**config.mk**
```make
export PLATFORM = sky130hd
export DESIGN_NAME = moving_average_motion_detector
export DESIGN_NICKNAME = d
export VERILOG_FILES = /design/src/hw/rtl/mamd_pkg.sv /design/src/hw/rtl/mamd_ram.sv /design/src/hw/rtl/moving_average_motion_detector.sv
export SDC_FILE = /design/constraint.sdc
export NUM_CORES = 2
export LEC_CHECK = 0
export BUFFER_PORTS_ARGS = -buffer_cell sky130_fd_sc_hd__buf_2
export CORE_MARGIN = 4
export CORE_UTILIZATION = 57
export CTS_CLUSTER_DIAMETER = 120
export CTS_CLUSTER_SIZE = 10
export DETAILED_ROUTE_END_ITERATION = 6
export PLACE_DENSITY = 0.79
export SLEW_MARGIN = 20
export SYNTH_ARGS = -nofsm -noshare
export SYNTH_HDL_FRONTEND = slang
export SYNTH_SLANG_ARGS = --single-unit
```
**constraint.sdc**
```tcl
create_clock -name clk -period 8.25 [get_ports clk]
set_clock_uncertainty 0.1 [all_clocks]
set_input_delay 1.65 -clock clk [delete_from_list [all_inputs] [get_ports clk]]
set_output_delay 1.65 -clock clk [all_outputs]
set_load 0.1 [all_outputs]
```
**src/hw/rtl/mamd_pkg.sv**
```systemverilog
`default_nettype none
package mamd_pkg;

	localparam int WINDOW_DEFAULT     = 64;
	localparam int FIFO_DEPTH_DEFAULT = 8;
	localparam int AXES               = 3;
	localparam int SAMPLE_W           = 16;
	localparam int SUM_W              = 23;
	localparam int ABS_W              = 22;
	localparam int RECIP_SHIFT        = 28;
	localparam int RECIP_W            = 29;
	localparam int MEAN_W             = 18;
	localparam int TICK_W             = 32;

	localparam logic [1:0] FUNC_SAMPLE = 2'd0;
	localparam logic [1:0] FUNC_END    = 2'd1;
	localparam logic [1:0] FUNC_TICK   = 2'd2;

	localparam logic [SAMPLE_W-1:0] THRESH_RESET = 16'd400;

	// index 0 is x, in the lowest bits
	typedef logic [AXES-1:0][SAMPLE_W-1:0] sample_t;

	typedef struct packed {
		logic              changed;
		logic [TICK_W-1:0] ticks;
		logic              act;
	} result_t;

endpackage
`default_nettype wire

```
**src/hw/rtl/mamd_ram.sv**
```systemverilog
`default_nettype none
module mamd_ram #(
	parameter int WIDTH = 8,
	parameter int DEPTH = 16,
	localparam int AW = (DEPTH > 1) ? $clog2(DEPTH) : 1
) (
	input  logic             clk,
	input  logic             we,
	input  logic [AW-1:0]    waddr,
	input  logic [WIDTH-1:0] wdata,
	input  logic             re,
	input  logic [AW-1:0]    raddr,
	output logic [WIDTH-1:0] rdata
);

	logic [WIDTH-1:0] mem [DEPTH];

	always_ff @(posedge clk) begin
		if (we) begin
			mem[waddr] <= wdata;
		end
		if (re) begin
			rdata <= mem[raddr];
		end
	end

endmodule
`default_nettype wire

```
**src/hw/rtl/moving_average_motion_detector.sv**
```systemverilog
`default_nettype none
// channel  dir  tdata                                      tuser
// s_axis   in   [15:0] accel_x [31:16] accel_y [47:32] accel_z  [1:0] func
// m_axis   out  [0] activity_state [32:1] elapsed_ticks       [0] state_changed
// cfg      in   cfg_wdata = deviation_threshold, written when cfg_we is high
//
// one item per cycle while tready is high; its result passes s1, s2 and s3 into the fifo
// the window ram is read at accept and written back in the next cycle, the sum
// recurrence closes in that one stage; the mean and compare follow in stages 2 and 3
// window entries read as zero until the ring pointer first wraps, no clearing pass
// results queue in a FIFO_DEPTH-entry fifo; tready drops while FIFO_DEPTH items
// are taken and not yet delivered
module moving_average_motion_detector import mamd_pkg::*; #(
	parameter int WINDOW     = WINDOW_DEFAULT,
	parameter int FIFO_DEPTH = FIFO_DEPTH_DEFAULT
) (
	input  logic                clk,
	input  logic                arst_n,
	input  logic                cfg_we,
	input  logic [SAMPLE_W-1:0] cfg_wdata,
	input  logic                s_axis_tvalid,
	output logic                s_axis_tready,
	input  logic [47:0]         s_axis_tdata,   // accel_x, accel_y, accel_z
	input  logic [1:0]          s_axis_tuser,   // func
	output logic                m_axis_tvalid,
	input  logic                m_axis_tready,
	output logic [39:0]         m_axis_tdata,   // activity_state, elapsed_ticks, zero pad
	output logic [0:0]          m_axis_tuser    // state_changed
);

	localparam int PTR_W = (WINDOW > 1) ? $clog2(WINDOW) : 1;
	localparam logic [PTR_W-1:0] PTR_LAST = PTR_W'(WINDOW - 1);
	localparam logic [RECIP_W-1:0] RECIP = RECIP_W'((longint'(1) << RECIP_SHIFT) / WINDOW + 1);
	localparam int OCC_W = $clog2(FIFO_DEPTH + 1);
	localparam int FP_W = (FIFO_DEPTH > 1) ? $clog2(FIFO_DEPTH) : 1;
	localparam logic [FP_W-1:0] FP_LAST = FP_W'(FIFO_DEPTH - 1);
	localparam logic [OCC_W-1:0] OCC_FULL = OCC_W'(FIFO_DEPTH);

	logic signed [SAMPLE_W-1:0] thresh_q;

	logic       accept, pop;
	logic       in_is_samp;
	sample_t    in_samp;
	logic [PTR_W-1:0] ptr_q;
	logic       filled_q;
	logic [OCC_W-1:0] occ_q;

	// stage 1: ram data returns, sum update, write back
	logic             v_s1;
	logic [1:0]       func_s1;
	sample_t          samp_s1;
	logic [PTR_W-1:0] slot_s1;
	logic             filled_s1;
	logic             fwd_s1;
	sample_t          fwd_data_s1;
	logic             samp_s1_is;
	sample_t          rdata;
	sample_t          old_s1;
	logic signed [SUM_W-1:0] sum_q [AXES];
	logic signed [SUM_W-1:0] sum_nxt [AXES];

	// stage 2: mean by reciprocal multiply
	logic             v_s2;
	logic [1:0]       func_s2;
	sample_t          samp_s2;
	logic signed [SUM_W-1:0] sum_s2 [AXES];
	logic signed [MEAN_W-1:0] mean_nxt [AXES];

	// stage 3: compare and activity update
	logic             v_s3;
	logic [1:0]       func_s3;
	sample_t          samp_s3;
	logic signed [MEAN_W-1:0] mean_s3 [AXES];
	logic [AXES-1:0]  hit;
	logic             flag_q, act_q;
	logic [TICK_W-1:0] tick_q;
	logic             flag_nxt, act_nxt, changed;
	logic [TICK_W-1:0] tick_nxt;
	result_t          res;

	result_t          fifo_q [FIFO_DEPTH];
	logic [FP_W-1:0]  head_q, tail_q;
	logic [OCC_W-1:0] cnt_q;
	result_t          out_res;

	assign accept     = s_axis_tvalid && s_axis_tready;
	assign pop        = m_axis_tvalid && m_axis_tready;
	assign in_samp    = sample_t'(s_axis_tdata);
	assign in_is_samp = (s_axis_tuser == FUNC_SAMPLE) || (s_axis_tuser == FUNC_END);
	assign samp_s1_is = (func_s1 == FUNC_SAMPLE) || (func_s1 == FUNC_END);
	assign s_axis_tready = (occ_q != OCC_FULL);

	always_ff @(posedge clk or negedge arst_n) begin
		if (!arst_n) begin
			thresh_q <= THRESH_RESET;
		end else if (cfg_we) begin
			thresh_q <= cfg_wdata;
		end
	end

	always_ff @(posedge clk or negedge arst_n) begin
		if (!arst_n) begin
			ptr_q    <= '0;
			filled_q <= 1'b0;
			occ_q    <= '0;
		end else begin
			if (accept && in_is_samp) begin
				ptr_q <= (ptr_q == PTR_LAST) ? '0 : ptr_q + 1'b1;
				if (ptr_q == PTR_LAST) begin
					filled_q <= 1'b1;
				end
			end
			occ_q <= occ_q + OCC_W'(accept) - OCC_W'(pop);
		end
	end

	mamd_ram #(
		.WIDTH ($bits(sample_t)),
		.DEPTH (WINDOW)
	) u_win (
		.clk   (clk),
		.we    (v_s1 && samp_s1_is),
		.waddr (slot_s1),
		.wdata (samp_s1),
		.re    (accept && in_is_samp),
		.raddr (ptr_q),
		.rdata (rdata)
	);

	always_ff @(posedge clk or negedge arst_n) begin
		if (!arst_n) begin
			v_s1 <= 1'b0;
			v_s2 <= 1'b0;
			v_s3 <= 1'b0;
		end else begin
			v_s1 <= accept;
			v_s2 <= v_s1;
			v_s3 <= v_s2;
		end
	end

	// read and write of the same entry in one cycle only happens with a one-entry window
	always_ff @(posedge clk) begin
		func_s1     <= s_axis_tuser;
		samp_s1     <= in_samp;
		slot_s1     <= ptr_q;
		filled_s1   <= filled_q;
		fwd_s1      <= v_s1 && samp_s1_is && (slot_s1 == ptr_q);
		fwd_data_s1 <= samp_s1;
	end

	assign old_s1 = fwd_s1 ? fwd_data_s1 : (filled_s1 ? rdata : '0);

	always_comb begin
		for (int a = 0; a < AXES; a++) begin
			sum_nxt[a] = sum_q[a] - SUM_W'($signed(old_s1[a])) + SUM_W'($signed(samp_s1[a]));
		end
	end

	always_ff @(posedge clk or negedge arst_n) begin
		if (!arst_n) begin
			for (int a = 0; a < AXES; a++) begin
				sum_q[a] <= '0;
			end
		end else if (v_s1 && samp_s1_is) begin
			for (int a = 0; a < AXES; a++) begin
				sum_q[a] <= sum_nxt[a];
			end
		end
	end

	always_ff @(posedge clk) begin
		func_s2 <= func_s1;
		samp_s2 <= samp_s1;
		for (int a = 0; a < AXES; a++) begin
			sum_s2[a] <= sum_q[a];
		end
	end

	// truncating divide by the window length: |sum| times a rounded-up reciprocal
	always_comb begin
		logic                      neg;
		logic [ABS_W-1:0]          absv;
		logic [ABS_W+RECIP_W-1:0]  prod;
		logic [MEAN_W-2:0]         quo;
		for (int a = 0; a < AXES; a++) begin
			neg  = sum_s2[a][SUM_W-1];
			absv = neg ? ABS_W'(-sum_s2[a]) : ABS_W'(sum_s2[a]);
			prod = (ABS_W+RECIP_W)'(absv) * (ABS_W+RECIP_W)'(RECIP);
			quo  = prod[RECIP_SHIFT +: MEAN_W-1];
			mean_nxt[a] = neg ? -$signed({1'b0, quo}) : $signed({1'b0, quo});
		end
	end

	always_ff @(posedge clk) begin
		func_s3 <= func_s2;
		samp_s3 <= samp_s2;
		for (int a = 0; a < AXES; a++) begin
			mean_s3[a] <= mean_nxt[a];
		end
	end

	always_comb begin
		logic signed [MEAN_W-1:0] diff;
		logic signed [MEAN_W-1:0] thr;
		thr = MEAN_W'(thresh_q);
		for (int a = 0; a < AXES; a++) begin
			diff   = MEAN_W'($signed(samp_s3[a])) - mean_s3[a];
			hit[a] = (diff > thr) || (-diff > thr);
		end
	end

	always_comb begin
		flag_nxt = flag_q;
		act_nxt  = act_q;
		tick_nxt = tick_q;
		changed  = 1'b0;
		case (func_s3)
			FUNC_SAMPLE: begin
				flag_nxt = flag_q || (|hit);
			end
			FUNC_END: begin
				act_nxt  = flag_q || (|hit);
				flag_nxt = 1'b0;
				if (act_nxt != act_q) begin
					changed  = 1'b1;
					tick_nxt = '0;
				end
			end
			FUNC_TICK: begin
				if (tick_q != '1) begin
					tick_nxt = tick_q + 1'b1;
				end
			end
			default: begin
			end
		endcase
	end

	always_ff @(posedge clk or negedge arst_n) begin
		if (!arst_n) begin
			flag_q <= 1'b0;
			act_q  <= 1'b1;
			tick_q <= '0;
		end else if (v_s3) begin
			flag_q <= flag_nxt;
			act_q  <= act_nxt;
			tick_q <= tick_nxt;
		end
	end

	assign res.changed = changed;
	assign res.ticks   = tick_nxt;
	assign res.act     = act_nxt;

	// result queue; the credit count in occ_q keeps it from overflowing
	always_ff @(posedge clk) begin
		if (v_s3) begin
			fifo_q[tail_q] <= res;
		end
	end

	always_ff @(posedge clk or negedge arst_n) begin
		if (!arst_n) begin
			head_q <= '0;
			tail_q <= '0;
			cnt_q  <= '0;
		end else begin
			if (v_s3) begin
				tail_q <= (tail_q == FP_LAST) ? '0 : tail_q + 1'b1;
			end
			if (pop) begin
				head_q <= (head_q == FP_LAST) ? '0 : head_q + 1'b1;
			end
			cnt_q <= cnt_q + OCC_W'(v_s3) - OCC_W'(pop);
		end
	end

	assign out_res       = fifo_q[head_q];
	assign m_axis_tvalid = (cnt_q != '0);
	assign m_axis_tdata  = {7'd0, out_res.ticks, out_res.act};
	assign m_axis_tuser  = out_res.changed;

`ifndef SYNTH
	a_occ_bound: assert property (@(posedge clk) disable iff (!arst_n)
		occ_q <= OCC_FULL) else $error("credit count above queue depth");

	a_cnt_le_occ: assert property (@(posedge clk) disable iff (!arst_n)
		cnt_q <= occ_q) else $error("queue holds more results than items in flight");

	a_no_push_full: assert property (@(posedge clk) disable iff (!arst_n)
		(cnt_q == OCC_FULL) |-> !v_s3) else $error("result pushed into full queue");

	a_change_clears: assert property (@(posedge clk) disable iff (!arst_n)
		(m_axis_tvalid && m_axis_tuser[0]) |-> (m_axis_tdata[32:1] == '0))
		else $error("state change without tick clear");
`endif

endmodule
`default_nettype wire
```
==> metrics.yaml <==
clock_network:
  postCtsSetupRepairBufs: 0
  clock_latency_ps: 1010
  tritoncts: "done"
  cts_resized: 0
  cts_sinks: 3816
  clkTransAtPathRegs_ps: 50
  ctsHoldBuffers: 0
  root_buffer: "clkbuf_16"
  ctsLongestPathBuffers: 4
  htree_num_levels: 5
  numCtsBuffers: 420
global_routing:
  grt_pass1_vias: 83800
  grt_use_total: 0.311
  grt_start_max_net_pins: 161
  grt_antenna_before_repair: 28
  gr-total-overflow: 0
  grt_pass1_wl_mm: 617
drt:
  highest_layer: "met5"
  vias_per_cell: 6.94
  wl_met2_mm: 206
  wl_met3_mm: 57.4
  num_vias: 82800
  drtAntennaViolNets: 0
  wirelength_mm: 431
  drtPass1Iterations: 7
  post_drt_wl_per_cell_um: 36.2
  drc_errors: 0
  first_iter_violations: 13800
  wl_met1_mm: 145
synth:
  synth-edff-count: 3392
  ys_seq_area_frac: 0.723
  synth_ff_type: "edfxtp_1"
  synth_area_leaders: "edfxtp_1, mux4_2, dfxtp_1"
  avgSynthCellArea_sq_um: 19.9
  synth_area_leader_cell: "edfxtp_1"
  async_flop_share: 0.0375
  synth_cell_type_count: 91
  synth_area_sq_mm: 0.154
  ys_seq_elements: 3816
  syn-instance-count: 7709
  yosysMostFrequentCell: "edfxtp_1"
  yosys-top-cells-count: "edfxtp_1, mux4_2, inv_1"
  netlist.area_leader.share: 0.663
  ys.warnings.count: 0
floorplanning:
  ios: 114
  start_util: 0.573
  core_area_sq_mm: 0.268
  dieArea_sq_mm: 0.278
  num_rows: 190
  fp.dieH_um: 527
  die_x_um: 527
worst_setup_path:
  crit_required_ps: 8790
  path_max_fanout: 18
  path_class: "reg -> reg"
  reg2reg_depth: 25
  crit_path_end_kind: "flip-flop"
  crit_top_cell: "xnor2_1"
  startpoint_type: "flip-flop"
  slowest_stage: "or4_4"
  slowest_delay_ps: 590
  cp.arrival_ps: 7360
run_status:
  outcome: "completed"
sta:
  period_minus_slack_ps: 6820
  rsz0062_at_grt: "no"
  fin_tns_setup_ps: 0
  finalCritPeriodShare: 0.827
  slew_headroom: 0.168
  fmax_mhz: 147
  worstMarginPinSlew_ps: 1250
  setup_viol: 0
  hold_viol: 0
  slew_violations: 0
placement:
  portBuffers: 106
  gp_congestion: 0.870
  dpl.hpwl_mm: 219
power:
  power_mw: 60.4
  power_density_mw_per_mm2: 351
  peakVddDrop_mv: 0.380
  cellLeakagePower_nw: 56.8
layout:
  drive_gt1_frac: 0.244
  final_util: 0.641
  fin_nets: 8493
  area_delta_synth_final_pct: 12.0
run:
  cap_violations: 0
worst_hold_path:
  hold_path_class: "reg -> reg"
  worstHoldPathCells: 0
==> registers in the layout, summed over array words and instances, names as in the netlist, 48 cells and up <==
name         flops
u_win.rdata     48
sum_s2          69
samp_s2         48
u_win.mem     3072
mean_s3         54
fifo_q         272
samp_s1         48
samp_s3         48
sum_q           69
==> cell usage in the layout (no fill, tap or decap), types with 135 or more instances in the layout <==
cell       count
dfxtp_1      232
mux4_2      1076
a21oi_1      135
clkbuf_16    421
ha_1         252
buf_4        163
edfxtp_1    3392
nor2_1       153
nand2_1      230
inv_1        395
o21ai_0      169
clkbuf_1     231
==> area by class of cell <==
class / count / area, sq um
clock inverter: 31 / 795
sequential: 3816 / 111000
inverter: 396 / 1490
multi-input combinational: 3169 / 40300
timing repair buffer: 296 / 2340
clock buffer: 652 / 11400
antenna: 11 / 27.5
fill: 16800 / 96200
tap: 3552 / 4440
==> per-stage QoR <==
step           std cells  setup slack, ps  area (sq um)  hold slack [ps]
3_5_place_dp       11200             1520        160000              215
4_1_cts            11900             1490        172000              227
5_1_grt            11900             1040        172000              232
3_3_place_gp       11200             1600        159000              210
6_report           11900             1430        172000              225
2_1_floorplan       7715             2150        154000              210
==> worst paths after layout <==
kind / from / endpoint / slack, ps
max: samp_s3[32] / fifo_q[4][3] / 1430
min: func_s2[1] / func_s3[1] / 230
max reg2reg: samp_s3[32] / fifo_q[4][3] / 1430
min reg2reg: func_s2[1] / func_s3[1] / 230
max in group asynchronous: arst_n / head_q[0] / 5640
min in group asynchronous: arst_n / sum_q[64] / 650
==> logic make-up (layout without fill, tap and decap cells) <==
kind of cell | count (synthesis) | in the layout | synth area share
multiplexers | 1132 | 1132 | 0.162
buffers and inverters | 730 | 1375 | 0.0180
AO/OA/AOI/OAI | 664 | 664 | 0.0286
adder cells (fa/ha/maj) | 323 | 323 | 0.0298
AND/OR/NAND/NOR | 830 | 830 | 0.0262
other | 1 | 18 | 0.0000244
XOR/XNOR | 213 | 213 | 0.0122
flip-flops | 3816 | 3816 | 0.723
==> critical path: cells and delay by family (launching register included) <==
kind	cells	cell delay, ps
simple gates	8	2490
buf+inv	3	450
compound gates	8	1550
flops	1	320
fa+ha+maj	3	930
xor+xnor	3	660
==> metal layers <==
layer  track usage  up-vias
met2         0.485     6977
met5       0.00571        -
met3        0.0876     1348
met1         0.414    42500
met4         0.135       14
li1              -    31900
==> report_power, final <==
part	switching, mW	leakage, nW	total, mW	internal (mW)
Combinational	11.0	16.4	19.8	8.80
Clock	7.59	5.78	17.2	9.57
Sequential	1.21	34.6	23.5	22.3
Total	19.8	56.8	60.4	40.7
Note: power is estimated with default switching activity, not from simulation.
